File: config.mk
export PLATFORM = sky130hd
export DESIGN_NAME = rational_arithmetic_unit
export DESIGN_NICKNAME = d
export VERILOG_FILES = /design/src/rtl/rau_pkg.sv /design/src/rtl/rau_div.sv /design/src/rtl/rau_dpath.sv /design/src/rtl/rau_ctrl.sv /design/src/rtl/rational_arithmetic_unit.sv
export SDC_FILE = /design/constraint.sdc
export NUM_CORES = 2
export LEC_CHECK = 0
export BUFFER_PORTS_ARGS = -buffer_cell sky130_fd_sc_hd__buf_4
export CAP_MARGIN = 20
export CORE_ASPECT_RATIO = 1.1
export CORE_MARGIN = 2
export CORE_UTILIZATION = 45
export CTS_CLUSTER_SIZE = 16
export DETAILED_ROUTE_END_ITERATION = 6
export HOLD_SLACK_MARGIN = 0.08
export PLACE_DENSITY = 0.65
export SYNTH_ARGS = -nofsm -noshare
export SYNTH_HDL_FRONTEND = slang
export SYNTH_SLANG_ARGS = --single-unit
File: constraint.sdc
create_clock -name clk -period 14.3 [get_ports clk]
set_input_delay 2.145 -clock clk [delete_from_list [all_inputs] [get_ports clk]]
set_output_delay 2.145 -clock clk [all_outputs]
set_load 0.05 [all_outputs]
File: src/rtl/rau_pkg.sv
// rau_pkg: shared constants, opcode codes and controller/datapath bundles
// for the rational arithmetic unit; no dependencies
package rau_pkg;

  localparam int WIDTH  = 16;
  localparam int MW     = WIDTH + 1;
  localparam int PW     = 2 * WIDTH;
  localparam int RW     = 33;
  localparam int DIV_CW = $clog2(MW + 1);

  localparam logic [2:0] OP_ADD = 3'd0;
  localparam logic [2:0] OP_SUB = 3'd1;
  localparam logic [2:0] OP_MUL = 3'd2;
  localparam logic [2:0] OP_DIV = 3'd3;
  localparam logic [2:0] OP_RED = 3'd4;

  localparam logic [2:0] PAIR_AN_BD = 3'd0;
  localparam logic [2:0] PAIR_BN_AD = 3'd1;
  localparam logic [2:0] PAIR_AN_BN = 3'd2;
  localparam logic [2:0] PAIR_AD_BD = 3'd3;
  localparam logic [2:0] PAIR_AD_BN = 3'd4;

  localparam logic [1:0] DSEL_MN  = 2'd0;
  localparam logic [1:0] DSEL_ANG = 2'd1;
  localparam logic [1:0] DSEL_ADG = 2'd2;

  typedef struct packed {
    logic       load_in;
    logic [2:0] pair;
    logic       num_load;
    logic       num_add;
    logic       num_sub;
    logic       den_load;
    logic       res_clr;
    logic       pass_a;
    logic       div_start;
    logic [1:0] div_sel;
    logic       gcd_step;
    logic       num_quot;
    logic       den_quot;
    logic       out_load;
  } cmd_t;

  typedef struct packed {
    logic n_zero;
    logic m_zero;
    logic div_busy;
    logic div_done;
  } status_t;

endpackage

File: src/rtl/rau_div.sv
// rau_div: signed truncating divider, restoring, one quotient bit per cycle
// depends on rau_pkg
module rau_div import rau_pkg::*; (
  input  logic                 clk,
  input  logic                 rst,
  input  logic                 start,
  input  logic signed [MW-1:0] dividend,
  input  logic signed [MW-1:0] divisor,
  output logic                 busy,
  output logic                 done,
  output logic signed [MW:0]   quot,
  output logic signed [MW-1:0] rem
);

  logic [MW-1:0]     mag_b;
  logic [MW-1:0]     qa;
  logic [MW-1:0]     ra;
  logic              neg_q;
  logic              neg_r;
  logic [DIV_CW-1:0] cnt;
  logic [MW-1:0]     abs_a;
  logic [MW-1:0]     abs_b;
  logic [MW:0]       shifted;
  logic [MW:0]       diff;
  logic              ge;

  assign abs_a   = dividend[MW-1] ? MW'(-dividend) : MW'(dividend);
  assign abs_b   = divisor[MW-1] ? MW'(-divisor) : MW'(divisor);
  assign shifted = {ra, qa[MW-1]};
  assign ge      = shifted >= {1'b0, mag_b};
  assign diff    = shifted - {1'b0, mag_b};

  always_ff @(posedge clk) begin
    if (rst) begin
      busy <= 1'b0;
      done <= 1'b0;
      cnt  <= '0;
    end else begin
      done <= 1'b0;
      if (start) begin
        busy <= 1'b1;
        cnt  <= DIV_CW'(MW);
      end else if (busy) begin
        cnt <= cnt - 1'b1;
        if (cnt == DIV_CW'(1)) begin
          busy <= 1'b0;
          done <= 1'b1;
        end
      end
    end
  end

  always_ff @(posedge clk) begin
    if (start) begin
      mag_b <= abs_b;
      qa    <= abs_a;
      ra    <= '0;
      neg_q <= dividend[MW-1] ^ divisor[MW-1];
      neg_r <= dividend[MW-1];
    end else if (busy) begin
      ra <= ge ? diff[MW-1:0] : shifted[MW-1:0];
      qa <= {qa[MW-2:0], ge};
    end
  end

  assign quot = neg_q ? -$signed({1'b0, qa}) : $signed({1'b0, qa});
  assign rem  = neg_r ? -$signed(ra) : $signed(ra);

endmodule

File: src/rtl/rau_dpath.sv
// rau_dpath: operand registers, shared multiplier, gcd registers and result
// registers; depends on rau_pkg and rau_div
module rau_dpath import rau_pkg::*; (
  input  logic                    clk,
  input  logic                    rst,
  input  cmd_t                    cmd,
  output status_t                 status,
  input  logic signed [WIDTH-1:0] a_num,
  input  logic signed [WIDTH-1:0] a_den,
  input  logic signed [WIDTH-1:0] b_num,
  input  logic signed [WIDTH-1:0] b_den,
  output logic signed [RW-1:0]    res_num,
  output logic signed [RW-1:0]    res_den,
  output logic                    zero_den
);

  logic signed [WIDTH-1:0] an;
  logic signed [WIDTH-1:0] ad;
  logic signed [WIDTH-1:0] bn;
  logic signed [WIDTH-1:0] bd;
  logic signed [MW-1:0]    m;
  logic signed [MW-1:0]    n;
  logic signed [PW-1:0]    prod;
  logic signed [RW-1:0]    num;
  logic signed [RW-1:0]    den;
  logic signed [WIDTH-1:0] mul_x;
  logic signed [WIDTH-1:0] mul_y;
  logic signed [MW-1:0]    div_a;
  logic signed [MW-1:0]    div_b;
  logic signed [MW:0]      quot;
  logic signed [MW-1:0]    rem;
  logic                    div_busy;
  logic                    div_done;

  always_comb begin
    case (cmd.pair)
      PAIR_AN_BD: begin mul_x = an; mul_y = bd; end
      PAIR_BN_AD: begin mul_x = bn; mul_y = ad; end
      PAIR_AN_BN: begin mul_x = an; mul_y = bn; end
      PAIR_AD_BD: begin mul_x = ad; mul_y = bd; end
      PAIR_AD_BN: begin mul_x = ad; mul_y = bn; end
      default:    begin mul_x = '0; mul_y = '0; end
    endcase
  end

  always_comb begin
    case (cmd.div_sel)
      DSEL_MN:  begin div_a = m;          div_b = n; end
      DSEL_ANG: begin div_a = MW'(an);    div_b = m; end
      DSEL_ADG: begin div_a = MW'(ad);    div_b = m; end
      default:  begin div_a = m;          div_b = n; end
    endcase
  end

  rau_div u_div (
    .clk      (clk),
    .rst      (rst),
    .start    (cmd.div_start),
    .dividend (div_a),
    .divisor  (div_b),
    .busy     (div_busy),
    .done     (div_done),
    .quot     (quot),
    .rem      (rem)
  );

  always_ff @(posedge clk) begin
    prod <= mul_x * mul_y;
    if (cmd.load_in) begin
      an <= a_num;
      ad <= a_den;
      bn <= b_num;
      bd <= b_den;
      m  <= MW'(a_num);
      n  <= MW'(a_den);
    end else if (cmd.gcd_step) begin
      m <= n;
      n <= rem;
    end
    if (cmd.num_load) num <= RW'(prod);
    if (cmd.num_add)  num <= num + RW'(prod);
    if (cmd.num_sub)  num <= num - RW'(prod);
    if (cmd.den_load) den <= RW'(prod);
    if (cmd.num_quot) num <= RW'(quot);
    if (cmd.den_quot) den <= RW'(quot);
    if (cmd.pass_a) begin
      num <= RW'(an);
      den <= RW'(ad);
    end
    if (cmd.res_clr) begin
      num <= '0;
      den <= '0;
    end
    if (cmd.out_load) begin
      res_num  <= num;
      res_den  <= den;
      zero_den <= (den == '0);
    end
  end

  assign status.n_zero   = (n == '0);
  assign status.m_zero   = (m == '0);
  assign status.div_busy = div_busy;
  assign status.div_done = div_done;

endmodule

File: src/rtl/rau_ctrl.sv
// rau_ctrl: sequencer for multiply-accumulate and euclid reduction steps,
// output word handshake; depends on rau_pkg
module rau_ctrl import rau_pkg::*; (
  input  logic    clk,
  input  logic    rst,
  input  logic    in_valid,
  output logic    in_ready,
  input  logic [2:0] opcode,
  output logic    out_valid,
  input  logic    out_ready,
  input  status_t status,
  output cmd_t    cmd
);

  localparam logic [3:0] S_IDLE   = 4'd0;
  localparam logic [3:0] S_M1     = 4'd1;
  localparam logic [3:0] S_M2     = 4'd2;
  localparam logic [3:0] S_M3     = 4'd3;
  localparam logic [3:0] S_M4     = 4'd4;
  localparam logic [3:0] S_G_TEST = 4'd5;
  localparam logic [3:0] S_G_WAIT = 4'd6;
  localparam logic [3:0] S_G_END  = 4'd7;
  localparam logic [3:0] S_Q1     = 4'd8;
  localparam logic [3:0] S_Q2     = 4'd9;
  localparam logic [3:0] S_FIN    = 4'd10;

  logic [3:0] state;
  logic [3:0] state_next;
  logic [2:0] op;
  logic       addsub;

  assign in_ready = (state == S_IDLE);
  assign addsub   = (op == OP_ADD) || (op == OP_SUB);

  always_comb begin
    cmd        = '0;
    state_next = state;
    case (state)
      S_IDLE: begin
        if (in_valid) begin
          cmd.load_in = 1'b1;
          if (opcode == OP_RED) begin
            state_next = S_G_TEST;
          end else if (opcode <= OP_DIV) begin
            state_next = S_M1;
          end else begin
            cmd.res_clr = 1'b1;
            state_next  = S_FIN;
          end
        end
      end
      S_M1: begin
        cmd.pair   = (op == OP_MUL) ? PAIR_AN_BN : PAIR_AN_BD;
        state_next = S_M2;
      end
      S_M2: begin
        cmd.num_load = 1'b1;
        if (addsub) begin
          cmd.pair = PAIR_BN_AD;
        end else if (op == OP_MUL) begin
          cmd.pair = PAIR_AD_BD;
        end else begin
          cmd.pair = PAIR_AD_BN;
        end
        state_next = S_M3;
      end
      S_M3: begin
        if (addsub) begin
          cmd.pair    = PAIR_AD_BD;
          cmd.num_add = (op == OP_ADD);
          cmd.num_sub = (op == OP_SUB);
          state_next  = S_M4;
        end else begin
          cmd.den_load = 1'b1;
          state_next   = S_FIN;
        end
      end
      S_M4: begin
        cmd.den_load = 1'b1;
        state_next   = S_FIN;
      end
      S_G_TEST: begin
        if (status.n_zero) begin
          state_next = S_G_END;
        end else begin
          cmd.div_start = 1'b1;
          cmd.div_sel   = DSEL_MN;
          state_next    = S_G_WAIT;
        end
      end
      S_G_WAIT: begin
        if (status.div_done) begin
          cmd.gcd_step = 1'b1;
          state_next   = S_G_TEST;
        end
      end
      S_G_END: begin
        if (status.m_zero) begin
          cmd.pass_a = 1'b1;
          state_next = S_FIN;
        end else begin
          cmd.div_start = 1'b1;
          cmd.div_sel   = DSEL_ANG;
          state_next    = S_Q1;
        end
      end
      S_Q1: begin
        if (status.div_done) begin
          cmd.num_quot  = 1'b1;
          cmd.div_start = 1'b1;
          cmd.div_sel   = DSEL_ADG;
          state_next    = S_Q2;
        end
      end
      S_Q2: begin
        if (status.div_done) begin
          cmd.den_quot = 1'b1;
          state_next   = S_FIN;
        end
      end
      S_FIN: begin
        if (!out_valid || out_ready) begin
          cmd.out_load = 1'b1;
          state_next   = S_IDLE;
        end
      end
      default: begin
        state_next = S_IDLE;
      end
    endcase
  end

  always_ff @(posedge clk) begin
    if (rst) begin
      state     <= S_IDLE;
      out_valid <= 1'b0;
    end else begin
      state <= state_next;
      if (cmd.out_load) begin
        out_valid <= 1'b1;
      end else if (out_ready) begin
        out_valid <= 1'b0;
      end
    end
  end

  always_ff @(posedge clk) begin
    if (cmd.load_in) begin
      op <= opcode;
    end
  end

  // a pending result word is never overwritten
  assert property (@(posedge clk) disable iff (rst)
    cmd.out_load |-> (!out_valid || out_ready))
    else $error("result overwritten while pending");

  // divider is never restarted mid-division
  assert property (@(posedge clk) disable iff (rst)
    cmd.div_start |-> !status.div_busy)
    else $error("divider started while busy");

  // accepting a word leaves idle
  assert property (@(posedge clk) disable iff (rst)
    (in_valid && in_ready) |=> !in_ready)
    else $error("second word accepted while working");

  // each remainder step returns to the zero test
  assert property (@(posedge clk) disable iff (rst)
    (state == S_G_WAIT && status.div_done) |=> (state == S_G_TEST))
    else $error("gcd step lost");

endmodule

File: src/rtl/rational_arithmetic_unit.sv
// rational_arithmetic_unit: top level joining controller and datapath
// depends on rau_pkg, rau_ctrl, rau_dpath
//
// One word in, one result word out. Add, subtract, multiply and divide go
// through one shared 16x16 multiplier, one product a cycle. Multiply and
// divide step through states M1 to M3 and add and subtract through M1 to M4
// before FIN loads the result, and an unused opcode goes straight to FIN and
// gives 0/0. Reduce runs Euclid's remainder loop on a restoring divider that
// produces one quotient bit a cycle, then, unless the gcd is zero, two more
// divisions by the gcd. The result sits in an output register, so the next
// word is accepted while the previous result still waits to be taken.
module rational_arithmetic_unit import rau_pkg::*; (
  input  logic                    clk,
  input  logic                    rst,
  input  logic                    in_valid,
  output logic                    in_ready,
  input  logic [2:0]              opcode,
  input  logic signed [WIDTH-1:0] a_num,
  input  logic signed [WIDTH-1:0] a_den,
  input  logic signed [WIDTH-1:0] b_num,
  input  logic signed [WIDTH-1:0] b_den,
  output logic                    out_valid,
  input  logic                    out_ready,
  output logic signed [RW-1:0]    res_num,
  output logic signed [RW-1:0]    res_den,
  output logic                    zero_den
);

  cmd_t    cmd;
  status_t status;

  rau_ctrl u_ctrl (
    .clk       (clk),
    .rst       (rst),
    .in_valid  (in_valid),
    .in_ready  (in_ready),
    .opcode    (opcode),
    .out_valid (out_valid),
    .out_ready (out_ready),
    .status    (status),
    .cmd       (cmd)
  );

  rau_dpath u_dpath (
    .clk      (clk),
    .rst      (rst),
    .cmd      (cmd),
    .status   (status),
    .a_num    (a_num),
    .a_den    (a_den),
    .b_num    (b_num),
    .b_den    (b_den),
    .res_num  (res_num),
    .res_den  (res_den),
    .zero_den (zero_den)
  );

endmodule
==> flow_metrics.py <==
metrics = {
    "status": {
        "status": "finished, final reports clean",
    },
    "timing": {
        "worst_pin_slew_ns": 0.966,
        "fin_crit_ns": 8.94,
        "finalHoldViolCount": 0,
        "drv_slew": 0,
        "finalSetupViolCount": 0,
        "finClkSkew_ns": 0.0322,
        "fmaxAchievable_mhz": 112,
        "grt_setup_unrepaired": "no",
        "period_share": 0.625,
        "fin_tns_setup_ns": 0,
        "slew-limit-headroom": 0.355,
    },
    "detailed_routing": {
        "vias_per_cell": 5.77,
        "firstDrtPassIters": 7,
        "route.detailed.wl_per_inst_microns": 21.0,
        "drtIter0Drc": 2366,
        "drc_errors": 0,
        "finalWirelength_microns": 85100,
        "ant_nets": 0,
        "dr_total_vias": 23400,
    },
    "yosys": {
        "synthXorXnorAreaFrac": 0.0412,
        "yosys.area_share.simple": 0.142,
        "synth_top_family_by_area": "adder cells",
        "synthAdderAreaFrac": 0.262,
        "synth-edff-count": 203,
        "ys.flop_type": "edfxtp_1",
        "synthMuxAreaShare": 0.0135,
        "synth_warnings": 0,
        "synth_compound_area_frac": 0.164,
        "ys_seq_elements": 329,
        "synth_cells": 3119,
        "ys_seq_area_frac": 0.302,
        "syn_avg_cell_area_sq_um": 9.14,
        "syn_area_sq_um": 28500,
        "ys_types": 87,
        "async_flop_share": 0,
        "syn-num-nets": 3626,
    },
    "floorplanning": {
        "start_util": 0.456,
        "io_pins": 140,
        "rows": 96,
        "die_w_microns": 244,
        "core-area_sq_um": 62500,
        "chipHeight_microns": 268,
        "die_area_sq_um": 65300,
    },
    "clock_tree": {
        "cts_inserted_buffers": 38,
        "post_cts_buffers": 0,
        "clock-sinks": 329,
        "insertion_delay_ns": 0.57,
        "cts-root-buf": "clkbuf_16",
        "cts.clk_slew.worst_paths_ns": 0.06,
        "clockBufferDepth": 3,
        "cts-resized-gates": 0,
        "cts_max_level": 2,
        "ctsHoldBuffers": 0,
        "cts_tree": "yes",
    },
    "grt": {
        "grt_max_degree": 67,
        "grt_first_pass_wirelength_microns": 133000,
        "antenna_found_initial": 0,
        "grt_pass1_vias": 23300,
        "grt_use_total": 0.259,
        "gr-total-overflow": 0,
    },
    "worst_setup_path": {
        "r2r_start": "u_ctrl.state[3]$_SDFFE_PP0P_",
        "cp_max_fo": 46,
        "cp-end-kind": "flop",
        "cp-start-kind": "flop",
        "startpoint": "u_ctrl.state[3]$_SDFFE_PP0P_",
        "crit_type": "reg2reg",
        "crit_required_ns": 14.72,
        "cp_common_cell": "fa_1",
        "cp.arrival_ns": 9.35,
        "crit_slowest_cell": "fa_1",
        "cpPeakStageDelay_ns": 0.57,
    },
    "cells_and_area": {
        "layout.nets": 3704,
        "multiInputGateArea_sq_um": 17800,
        "diodes": 0,
        "drive_gt1_frac": 0.0924,
        "syn2layout_area_growth_pct": 11.0,
        "fill_cells": 5801,
        "seq_area_sq_um": 8620,
    },
    "placed_design": {
        "gp_congestion": 0.955,
        "place.port_buffers": 139,
        "post-dp-hpwl_microns": 67300,
    },
    "run": {
        "maxCapViolCount": 0,
    },
    "min_path": {
        "hold_class": "reg2reg",
        "hp-start": "u_dpath.den[18]$_SDFFE_PP0P_",
    },
}
==> cell usage after synthesis (32+ instances only) <==
master | n | area share
a21oi_1 | 204 | 0.036
nand2b_1 | 37 | 0.0081
clkbuf_1 | 122 | 0.016
dfxtp_1 | 126 | 0.089
inv_1 | 411 | 0.054
xnor2_1 | 94 | 0.029
nor3_1 | 53 | 0.0093
mux2i_1 | 34 | 0.012
ha_1 | 170 | 0.075
nand2_1 | 298 | 0.039
fa_1 | 266 | 0.19
o21ai_0 | 161 | 0.028
a21o_1 | 37 | 0.0097
edfxtp_1 | 203 | 0.21
a211oi_1 | 32 | 0.0084
nor2_1 | 332 | 0.044
xor2_1 | 40 | 0.012
==> worst paths after layout <==
path                                   endpoint  slack [ns]  cells past startpoint
hold reg to reg   u_dpath.res_den[18]$_DFFE_PP_        0.46                      0
setup / recovery       u_dpath.prod[31]$_DFF_P_        5.36                     29
setup reg to reg       u_dpath.prod[31]$_DFF_P_        5.36                     29
hold / removal    u_dpath.res_den[18]$_DFFE_PP_        0.46                      0
==> sequential cells by signal, summed over array words and instances (netlist names), 3 cells and up <==
name	count
u_dpath.num	33
u_dpath.bn	16
u_dpath.u_div.qa	17
u_dpath.prod	32
u_dpath.den	32
u_ctrl.op	3
u_dpath.m	17
u_dpath.n	17
u_dpath.u_div.cnt	5
u_dpath.u_div.ra	17
u_dpath.res_den	32
u_dpath.res_num	33
u_dpath.bd	16
u_dpath.ad	16
u_dpath.u_div.mag_b	17
u_ctrl.state	4
u_dpath.an	16
==> worst max-delay path: cells and delay by family, from the launching register on <==
family                   cells  cell delay, ns
flip-flops                   1            0.56
adder cells (fa/ha/maj)      7            3.39
AND/OR/NAND/NOR              7            1.73
buffers and inverters        6            1.13
XOR/XNOR                     1            0.13
AO/OA/AOI/OAI                8            1.80
==> per-stage QoR <==
step / instances / setup WS [ns] / hold WS [ns] / util / cell area [sq um]
2_1_floorplan: 3119 / 6.52 / 0.424 / - / 28500
3_3_place_gp: 3989 / 5.23 / 0.443 / 0.486 / 30400
3_5_place_dp: 3990 / 5.48 / 0.438 / 0.486 / 30400
4_1_cts: 4058 / 5.44 / 0.455 / 0.507 / 31600
5_1_grt: 4058 / 4.73 / 0.471 / 0.507 / 31600
6_report: 4058 / 5.36 / 0.463 / 0.507 / 31600
==> layout make-up <==
type,instances,area share
Multi-Input combinational cell,2231,0.562
Inverter,414,0.0492
Tap cell,833,0.0329
Sequential cell,329,0.272
Clock inverter,19,0.00514
Clock buffer,49,0.0347
Timing Repair Buffer,183,0.0435
==> cell families (layout without fill, tap and decap cells) <==
| group | Yosys count | in the layout |
|---|---|---|
| buffers and inverters | 559 | 665 |
| adders and majority gates | 436 | 436 |
| xor gates and xnor gates | 134 | 134 |
| DFF | 329 | 329 |
| muxes | 37 | 37 |
| AOI/OAI and AO/OA | 718 | 718 |
| and+or+nand+nor | 906 | 906 |
==> metal layers <==
| metal | track usage | up-vias | routed length (microns) |
|---|---|---|---|
| met5 | 0 | - | 0 |
| met4 | 0.0836 | 0 | 2600 |
| met3 | 0.0293 | 137 | 6620 |
| met2 | 0.418 | 996 | 38800 |
| met1 | 0.367 | 11500 | 37200 |
| li1 | - | 10800 | - |
==> placed cells by master (no fill, tap or decap), drive strengths merged, types with 30 or more instances in the layout <==
cell type | netlist | final
clkbuf | 122 | 49
buf | 23 | 183
xnor2 | 94 | 94
nor2 | 332 | 332
a21o | 38 | 38
inv | 412 | 415
fa | 266 | 266
nor3 | 54 | 54
nand2 | 298 | 298
o21ai | 168 | 168
dfxtp | 126 | 126
edfxtp | 203 | 203
xor2 | 40 | 40
a211oi | 33 | 33
ha | 170 | 170
nand3 | 30 | 30
nand2b | 37 | 37
a21oi | 204 | 204
a31oi | 30 | 30
mux2i | 34 | 34
Power is not shown: default switching activity piles up to over one toggle a cycle in this logic, so the estimate is an artifact.
